===== src/hw/rtl/vth_pkg.sv =====
// Package for the homogeneous vertex transform: widths, request and result types,
// pipeline metadata and small arithmetic helpers. No dependencies.
`default_nettype none

package vth_pkg;

    // Fixed-point format and derived widths
    localparam int FRAC_BITS  = 16;
    localparam int COEF_WIDTH = 32;
    localparam int POS_W      = 32;
    localparam int PROD_W     = POS_W + 32;          // one coefficient product
    localparam int PAIR_W     = PROD_W + 1;          // sum of two terms
    localparam int SUM_W      = PROD_W + 2;          // full row sum
    localparam int ROW_W      = SUM_W - FRAC_BITS;   // row sum after the shift
    localparam int DIVN_W     = POS_W + FRAC_BITS;   // dividend magnitude
    localparam int DIVD_W     = ROW_W;               // divisor magnitude
    localparam int REM_W      = DIVD_W + 1;
    localparam int CFG_NUM    = 8;
    localparam int CFG_AW     = $clog2(CFG_NUM);
    localparam int CFG_W      = 64;

    // Register indexes
    localparam logic [CFG_AW-1:0] REG_ROW0_C01 = CFG_AW'(0);
    localparam logic [CFG_AW-1:0] REG_ROW0_C23 = CFG_AW'(1);
    localparam logic [CFG_AW-1:0] REG_ROW1_C01 = CFG_AW'(2);
    localparam logic [CFG_AW-1:0] REG_ROW1_C23 = CFG_AW'(3);
    localparam logic [CFG_AW-1:0] REG_ROW2_C01 = CFG_AW'(4);
    localparam logic [CFG_AW-1:0] REG_ROW2_C23 = CFG_AW'(5);
    localparam logic [CFG_AW-1:0] REG_ROW3_C01 = CFG_AW'(6);
    localparam logic [CFG_AW-1:0] REG_ROW3_C23 = CFG_AW'(7);

    // Identity matrix at reset
    localparam logic [CFG_W-1:0] ONE_LO = CFG_W'(1) << FRAC_BITS;
    localparam logic [CFG_W-1:0] ONE_HI = CFG_W'(1) << (FRAC_BITS + 32);

    // Command codes
    localparam logic CMD_AFFINE = 1'b0;
    localparam logic CMD_HOMOG  = 1'b1;

    typedef struct packed {
        logic              cmd;
        logic signed [POS_W-1:0] pos_x;
        logic signed [POS_W-1:0] pos_y;
        logic signed [POS_W-1:0] pos_z;
    } t_req;

    typedef struct packed {
        logic signed [POS_W-1:0] out_x;
        logic signed [POS_W-1:0] out_y;
        logic signed [POS_W-1:0] out_z;
        logic              w_was_zero;
        logic              saturated;
    } t_res;

    // Side data carried beside the dividers
    typedef struct packed {
        logic              div;
        logic              wzero;
        logic              sat;
        logic              neg_x;
        logic              neg_y;
        logic signed [POS_W-1:0] x;
        logic signed [POS_W-1:0] y;
        logic signed [POS_W-1:0] z;
    } t_meta;

    // Coefficient from one 32-bit half: low COEF_WIDTH bits, two's complement
    function automatic logic signed [31:0] coef_of(input logic [31:0] half);
        logic signed [COEF_WIDTH-1:0] c;
        begin
            c = half[COEF_WIDTH-1:0];
            return 32'(c);
        end
    endfunction

    // Clamp a shifted row sum to 32 bits
    function automatic logic signed [POS_W-1:0] clamp_row(
        input logic signed [ROW_W-1:0] v, output logic sat);
        logic signed [ROW_W-1:0] vmax;
        logic signed [ROW_W-1:0] vmin;
        begin
            vmax = ROW_W'(32'sh7fffffff);
            vmin = -vmax - ROW_W'(1);
            sat  = 1'b0;
            if (v > vmax) begin
                sat = 1'b1;
                return POS_W'(vmax);
            end else if (v < vmin) begin
                sat = 1'b1;
                return POS_W'(vmin);
            end
            return POS_W'(v);
        end
    endfunction

    // Apply the sign to a quotient magnitude and clamp to 32 bits
    function automatic logic signed [POS_W-1:0] sign_clamp(
        input logic [DIVN_W-1:0] q, input logic neg, output logic sat);
        logic [DIVN_W-1:0] lim;
        begin
            lim = DIVN_W'(1) << (POS_W - 1);
            sat = 1'b0;
            if (neg) begin
                if (q > lim) begin
                    sat = 1'b1;
                    return POS_W'(lim);
                end
                return POS_W'(-q);
            end
            if (q >= lim) begin
                sat = 1'b1;
                return POS_W'(lim - DIVN_W'(1));
            end
            return POS_W'(q);
        end
    endfunction

endpackage

`default_nettype wire


===== src/hw/rtl/vth_obuf.sv =====
// Two-entry result buffer between the pipeline and the output channel.
// Depends on vth_pkg.
`default_nettype none

module vth_obuf (
    input  wire logic           i_clk,
    input  wire logic           i_rst_n,
    input  wire logic           i_push,
    input  wire vth_pkg::t_res  i_data,
    output logic                o_room,
    output logic                o_valid,
    input  wire logic           i_stall,
    output vth_pkg::t_res       o_data
);
    import vth_pkg::*;

    t_res       r_mem [2];
    logic       r_wr, r_rd;
    logic [1:0] r_cnt;
    logic       pop;

    assign pop     = (r_cnt != 2'd0) && !i_stall;
    assign o_valid = (r_cnt != 2'd0);
    assign o_room  = (r_cnt != 2'd2);
    assign o_data  = r_mem[r_rd];

    // Pointers and fill count
    always_ff @(posedge i_clk) begin
        if (!i_rst_n) begin
            r_wr  <= 1'b0;
            r_rd  <= 1'b0;
            r_cnt <= 2'd0;
        end else begin
            if (i_push) r_wr <= !r_wr;
            if (pop)    r_rd <= !r_rd;
            r_cnt <= r_cnt + 2'(i_push) - 2'(pop);
        end
    end

    // Entry storage
    always_ff @(posedge i_clk) begin
        if (i_push) r_mem[r_wr] <= i_data;
    end

endmodule

`default_nettype wire


===== config.mk =====
export PLATFORM = sky130hd
export DESIGN_NAME = vth_obuf
export DESIGN_NICKNAME = d
export VERILOG_FILES = /design/src/hw/rtl/vth_pkg.sv /design/src/hw/rtl/vth_obuf.sv
export SDC_FILE = /design/constraint.sdc
export NUM_CORES = 1
export LEC_CHECK = 0
export BUFFER_PORTS_ARGS = -buffer_cell sky130_fd_sc_hd__buf_2
export CORE_MARGIN = 1
export CORE_UTILIZATION = 45
export CTS_CLUSTER_DIAMETER = 120
export DETAILED_ROUTE_END_ITERATION = 6
export PLACE_DENSITY = 0.7
export SLEW_MARGIN = 25
export SYNTH_ARGS = -nofsm -noshare
export SYNTH_HDL_FRONTEND = slang
export SYNTH_SLANG_ARGS = --single-unit

===== constraint.sdc =====
create_clock -name i_clk -period 6.6 [get_ports i_clk]
set_input_delay 0.66 -clock i_clk [delete_from_list [all_inputs] [get_ports i_clk]]
set_output_delay 0.66 -clock i_clk [all_outputs]
set_load 0.05 [all_outputs]

==> metrics, run 1 <==
Worst Path Max Fanout 55; die width 130 um; worst slew pin tran 0.823 ns; PwrDens 396 nW/um^2; initial core utilization 0.463; WS Path Type reg -> out; cts hold-fix bufs 0; Hold Path Class in -> reg; worst skew pair latency 0.49 ns; Hold Violations, Final 0; layout cells sized above 1 0.605; Power Total ~3700 uW; initial antenna violation count 2; RSZ-0062 raised after global routing false; via count around 3,700; TNS Setup 0 ns; Hold Path Cell Cnt 1; crit path DAT 2.65 ns; post-cts sizing count 0; Multi-input gate area 1330 um^2; status complete, no violations; most frequent cells in the layout 201 x buf_2, 196 x edfxtp_1, 78 x mux2_2; GRT Total Usage 0.149; first-pass GRT wire length 19.3 mm; Core Util, Final 0.588; Placed Area ~8600 um^2; height of the chip about 130 um; reg2reg path depth 3; most common cell after layout, fill and taps aside buf_2; clk slew on worst S/H paths 0.06 ns; final WL 13.3 mm; startpoint types register; Final Setup Violations 0; Bufs on Longest Clock Path 3; IO Pins 202; Post-CTS Setup Inserts 0; data required time of the critical path just under 6 ns; CTS H-tree depth 1; MaxCap Viol Count 0; DR iter-0 viols 185; Synth Net Count ~430; clock buffer count from CTS 22; Critical-path top delay cell buf_4; clock sink count 201; post-route ant nets 0; max-slew violations 0; worst vdd ir 0.000277 V; fin nets 650; Tcrit/Tclk final 0.501; Post-Syn Area per Cell 22.5 um^2; Netlist cell types 17; final hold slack 0.356 ns; leading area contributor after synthesis edfxtp_1; mapped cell area between 7000 and 8000 um^2; post-layout min period 3.31 ns; routed length per instance 17.0 um; Overflow after GRT 0; CORE AREA 15,900 um^2; Seq cells post-synth 201; vias per inst 4.79; Detailed Place HPWL 8.63 mm; RePlAce Congestion 0.705; area grow syn2layout 26.8%; post-route cell area about 9400 um^2; CP endpoint kind primary output; P_leak 0.00355 uW; sequential share of the synthesized area 0.810; TritonCTS clock tree yes; Layout Skew approximately 0.018 ns; Initial DRT Pass Iterations 4; CP max stage delay 0.76 ns; Synth top area share 0.797; vias in the first global route 3,880; area of the die ~17,000 um^2; input/output buffers 201; top cells by area, synth edfxtp_1 80%, mux2_2 12%, mux2_4 4.1%, dfxtp_1 1.4%, buf_6 0.61%; Synth Instances ~330; Achievable Freq 302 MHz; Clock Tree Root clkbuf_16; row count 46; Register Area 5990 um^2; max_slew headroom 0.451; largest net degree at the start of global routing between 50 and 60; Synth Warn # 0; CP Cell Sequence buf_4 -> mux2_2 -> buf_2; Post-route DRC 0; # fillers 1,231
==> state kept, by name, summed over array words and instances (netlist names), named ones only <==
signal,flops
r_cnt,2
r_mem,196
r_rd,1
r_wr,1
==> per-layer routing <==
metal | up-vias | track usage | wire (um)
met1 | 1830 | 0.173 | 5190
met4 | 0 | 0.0499 | 252
met5 | - | 0 | 0
met3 | 24 | 0.0500 | 1200
li1 | 1746 | - | -
met2 | 141 | 0.258 | 6620
==> worst paths after layout <==
| path | start | to | slack [ns] |
|---|---|---|---|
| min reg2reg | r_rd | register | 0.47 |
| max | register | o_data[36] | 3.29 |
| min | i_data[55] | r_mem[0][55] | 0.36 |
| max reg2reg | r_wr | r_mem[0][60] | 4.50 |
==> worst max-delay path, delay by kind of cell (launching register included) <==
kind     cells  cell delay (ns)
buf+inv      2             0.97
mux          1             0.42
flops        1             0.73
==> area by class of cell <==
type,count,share of cell area
repair buffers,205,0.111
well taps,216,0.0289
clock buffers,27,0.0631
clock inverters,13,0.0150
multi-input cells,114,0.141
diodes,3,0.000801
flip-flops and latches,201,0.639
inverters,2,0.000801
==> synth_stat cells <==
library cell	n
ha_1	2
mux2_2	78
nand2b_1	1
buf_6	4
and2_1	2
dfxtp_1	5
xnor3_1	1
o21ba_2	1
inv_1	2
nand2_1	2
buf_2	7
mux2i_1	2
edfxtp_1	196
nor2b_1	3
mux2_4	20
o21a_1	1
or2_2	1
==> cell families after synthesis <==
kind of cell | Yosys count | share of synthesized area
flops | 201 | 0.810
mux | 100 | 0.162
buf+inv | 13 | 0.0119
simple gates | 9 | 0.00694
compound gates | 2 | 0.00237
fa+ha+maj | 2 | 0.00339
xor+xnor | 1 | 0.00305
==> through the flow <==
step / setup slack, ns / instances
after global routing: 3.13 / 779
after detailed placement: 3.75 / 738
final: 3.29 / 781
after global placement: 3.78 / 738
after floorplan: 1.07 / 328
after CTS: 3.24 / 778
==> where the power goes <==
part,switching [uW],internal [uW]
Combinational,668,303
Sequential,51.6,1480
Clock,454,752
(Power assumes the default switching activity.)
==> run 2: changes to the inputs <==
PLACE_DENSITY = 0.73   (was 0.7)
clock period = 2.9 ns   (was 6.6 ns; I/O delays follow)
==> metrics, run 2 (synthesis gave the netlist of run 1 again) <==
final WL 14.7 mm; post-cts sizing count 0; post-layout min period ~2.4 ns; Clock Tree Root clkbuf_16; PwrDens 828 nW/um^2; Int Power approximately 5900 uW; vias per inst between 4 and 5; data required time of the critical path 2.61 ns; Overflow after GRT 0; met2 global-route usage 0.320; CTS H-tree depth 1; Largest Register r_mem; Sw Ratio 0.317; input/output buffers 201; TritonCTS clock tree yes; Tcrit/Tclk final 0.822; most frequent cells in the layout 201 x buf_2, 196 x edfxtp_1, 98 x dlygate4sd3_1; Multi-input gate area 1330 um^2; CP Cell Sequence buf_12 -> mux2_2 -> buf_2; Achievable Freq around 420 MHz; Crit path max-delay family flip-flops; RePlAce Congestion 0.694; clock power share 0.318; GRT Total Usage 0.170; clk slew on worst S/H paths 0.06 ns; reg2reg end r_mem[1][71]; IO Pins 202; crit path DAT around 2.1 ns; Most Used Layer, Global Route met2; status complete, no violations; Layout Skew 0.0114 ns; Final Setup Violations 0; Net Sw Power 2730 uW; fin nets about 750; Bufs on Longest Clock Path 3; Post-CTS Setup Inserts 0; via count about 4,200; hold_sp i_rst_n; M1 GR Usage 0.188; DR iter-0 viols 141; met3 Use GR 0.0369; pre-CTS setup slack 0.993 ns; initial antenna violation count 0; r2r setup slk 1.31 ns; Initial DRT Pass Iterations 4; reg2reg path depth 2; Hold Violations, Final 0; initial core utilization 0.463; worst slew pin tran 0.773 ns; max-slew violations 0; area of the die 16,900 um^2; MaxCap Viol Count 0; most common cell after layout, fill and taps aside buf_2; area grow syn2layout 40.5%; Buf/Inv on CP 2; die width 130 um; Critical-path top delay cell dfxtp_4; largest net degree at the start of global routing 59; post-route setup slack approximately 0.51 ns; routed length per instance 16.8 um; Worst Path Max Fanout 35; max reg flops roughly 200; clock sink count 201; RSZ-0062 raised after global routing false; CP endpoint kind primary output; layout cells sized above 1 0.520; worst skew pair latency roughly 0.48 ns; max_slew headroom 0.485; worst vdd ir 0.000559 V; startpoint types register; P_leak 0.00398 uW; Comb power frac 0.277; CORE AREA 15,900 um^2; Hold Path Class in -> reg; r2r startpoint r_wr; Hold Path Cell Cnt 2; TNS Setup 0 ns; Post-route DRC 0; post-route ant nets 0; Detailed Place HPWL 8.55 mm; WS Path Type reg -> out; Register Area ~6000 um^2; first-pass GRT wire length about 22 mm; Seq pwr share 0.406; height of the chip 130 um; CP max stage delay 0.69 ns; clock buffer count from CTS 21; cts hold-fix bufs 98; vias in the first global route 4,533; # fillers between 1,000 and 1,500; leading registers by flop count r_mem (196), r_cnt (2); row count 46; Hold Path End r_wr
==> run 2: changes by cell type in the layout (fill, tap and decap cells not counted), moves of 2 or more <==
cell | previous run | this run
buf_12 | 0 | 3
dlygate4sd3_1 | 0 | 98
clkbuf_16 | 23 | 21
diode_2 | 3 | 1
clkinv_1 | 4 | 2
==> run 2: cell type report <==
| cell class | instances | share of cell area |
|---|---|---|
| Antenna cell | 1 | 0.000241 |
| Clock buffer | 24 | 0.0517 |
| Clock inverter | 14 | 0.0171 |
| Inverter | 2 | 0.000723 |
| Multi-Input combinational cell | 114 | 0.128 |
| Sequential cell | 201 | 0.577 |
| Tap cell | 216 | 0.0260 |
| Timing Repair Buffer | 305 | 0.199 |
==> run 2: worst max path at each step <==
stage	startpoint	end	cells past startpoint
floorplan	r_wr	r_mem[0][0]	1
global placement	register	o_data[35]	3
detailed placement	register	o_data[97]	3
CTS	register	o_data[97]	3
global route	register	o_data[97]	3
finish	register	o_data[97]	3
==> run 2: layer usage <==
layer,routed length [um],vias to the layer above
met4,218,0
met3,882,20
met5,0,-
li1,-,1940
met2,7840,154
met1,5790,2079
==> run 2: power by group through the flow <==
stage,Sequential (uW),Clock [uW],Combinational (uW)
after floorplan,3470,0,1870
after global placement,3540,0,2240
after detailed placement,3550,0,2270
after CTS,3490,2790,2380
after global routing,3510,2900,2480
final,3490,2730,2380
==> run 2: stage by stage <==
step            util  total power [uW]  instances  hold slack [ns]  cell area [um^2]
6_report       0.651              8600        877           0.0815             10400
4_1_cts        0.651              8660        876           0.0565             10400
3_3_place_gp   0.544              5770        740            0.455              8680
3_5_place_dp   0.544              5810        740            0.466              8680
5_1_grt        0.651              8890        876           0.0680             10400
2_1_floorplan      -              5340        328            0.389              7400
==> run 3: changes to the inputs <==
PLACE_DENSITY = 0.7   (was 0.73)
clock period = 2.5 ns   (was 2.9 ns; I/O delays follow)
==> metrics, run 3 (synthesis gave the netlist of run 1 again) <==
most common cell after layout, fill and taps aside buf_2; fin nets 750; max-slew violations 0; Detailed Place HPWL 8.72 mm; clock sink count about 200; Hold Violations, Final 0; CP endpoint kind primary output; input/output buffers 201; Initial DRT Pass Iterations 6; Largest Register r_mem; data required time of the critical path 2.25 ns; startpoint types register; Hold Path Class in -> reg; Core Util, Final 0.651; CP Cell Sequence buf_12 -> mux2_2 -> buf_2; DR iter-0 viols around 190; ANT cells 0; status complete, no violations; initial antenna violation count 0; WL met1 ~5.6 mm; Tcrit/Tclk final 0.904; via count 4,077; WS Path Type reg -> out; IO Pins 202; dpl cells 740; Buf/Inv on CP 2; Final Setup Violations 0; layout cells sized above 1 0.517; RePlAce Congestion about 0.7; post-route ant nets 0; vias in the first global route roughly 4,300; DR top layer met4; MaxCap Viol Count 0; Bufs on Longest Clock Path 3; Hold Path Cell Cnt 2; height of the chip 130 um; most frequent cells in the layout 201 x buf_2, 196 x edfxtp_1, 98 x dlygate4sd3_1; clock buffer count from CTS 22; Clock Tree Root clkbuf_16; Worst path depth 3; largest net degree at the start of global routing 99; reg2reg path depth 2; Worst Path Max Fanout 98; post-layout min period 2.26 ns; CORE AREA 15,900 um^2; worst vdd ir 0.000649 V; RSZ-0062 raised after global routing false; die width 130 um; post-route insts no fill 877; post-route setup slack 0.239 ns; worst skew pair latency 0.49 ns; worst slew pin tran 0.615 ns; first-pass GRT wire length between 20 and 25 mm; routed length per instance 16.4 um; max reg flops 196; post-cts sizing count 0; Critical-path top delay cell mux2_2; area of the die 16,900 um^2; Sw Ratio 0.320; Int Power between 6000 and 7000 uW; TNS Setup 0 ns; clk slew on worst S/H paths 0.06 ns; vias per inst approximately 4.6; Comb power frac 0.282; GRT Total Usage 0.163; final hold slack around 0.035 ns; initial core utilization 0.463; row count 46; Overflow after GRT 0; Layout Skew between 0.01 and 0.015 ns; max_slew headroom 0.590; crit path DAT ~2 ns; Met3 Wirelength 931 um; Post-route DRC 0; area grow syn2layout 40.5%; CP max stage delay 0.43 ns; TritonCTS clock tree yes; Crit path max-delay family buffers and inverters; leading registers by flop count r_mem (196), r_cnt (2); Seq pwr share 0.400; CTS H-tree depth 1; met2 WL 7.66 mm; final WL 14.4 mm; Achievable Freq about 440 MHz; Net Sw Power between 3000 and 4000 uW; P_leak 0.00398 uW; pre-CTS setup slack 0.773 ns; PwrDens approximately 960 nW/um^2; clock power share 0.318
-- run 3: path summary, 6_finish.rpt --
| kind | end | slack, ns | start |
|---|---|---|---|
| worst max-delay path | o_data[97] | 0.24 | register |
| worst min-delay path | r_wr | 0.04 | i_rst_n |
| worst max register to register | r_mem[1][48] | 0.91 | r_wr |
| worst min register to register | register | 0.49 | r_rd |
-- run 3: through the flow --
step	cell area, um^2	power, uW
2_1_floorplan	7400	6190
3_3_place_gp	8680	6680
3_5_place_dp	8680	6740
4_1_cts	10400	10000
5_1_grt	10400	10300
6_report	10400	9930
-- run 3: layout make-up --
class                           count  area (um^2)
Multi-Input combinational cell    114         1330
Inverter                            2         7.51
Tap cell                          216          270
Clock inverter                     14          154
Timing Repair Buffer              305         2070
Fill cell                        1122         5570
Sequential cell                   201         5990
Clock buffer                       25          562
-- run 3: metal layers --
layer | GRT usage | vias to the layer above
li1 | - | 1939
met1 | 0.180 | 1980
met2 | 0.306 | 139
met3 | 0.0410 | 19
met4 | 0.0513 | 0
met5 | 0 | -
-- run 3: power groups by stage --
stage	clock, uW	combinational, uW	sequential (uW)
3_5_place_dp	0	2690	4050
3_3_place_gp	0	2650	4030
5_1_grt	3380	2930	3990
2_1_floorplan	0	2170	4030
6_report	3160	2800	3980
4_1_cts	3230	2820	3980
-- run 3: timing repair --
| action | CTS | global route |
|---|---|---|
| hold buffers | 98 | 0 |
| hold endpoints to repair | 196 | 0 |
| buffers inserted | 0 | 0 |
-- run 3: worst reg2reg max path: stages, from the launching register on --
cell and delay (ns):
dfxtp_1 0.39, and2_4 0.51, buf_12 0.34
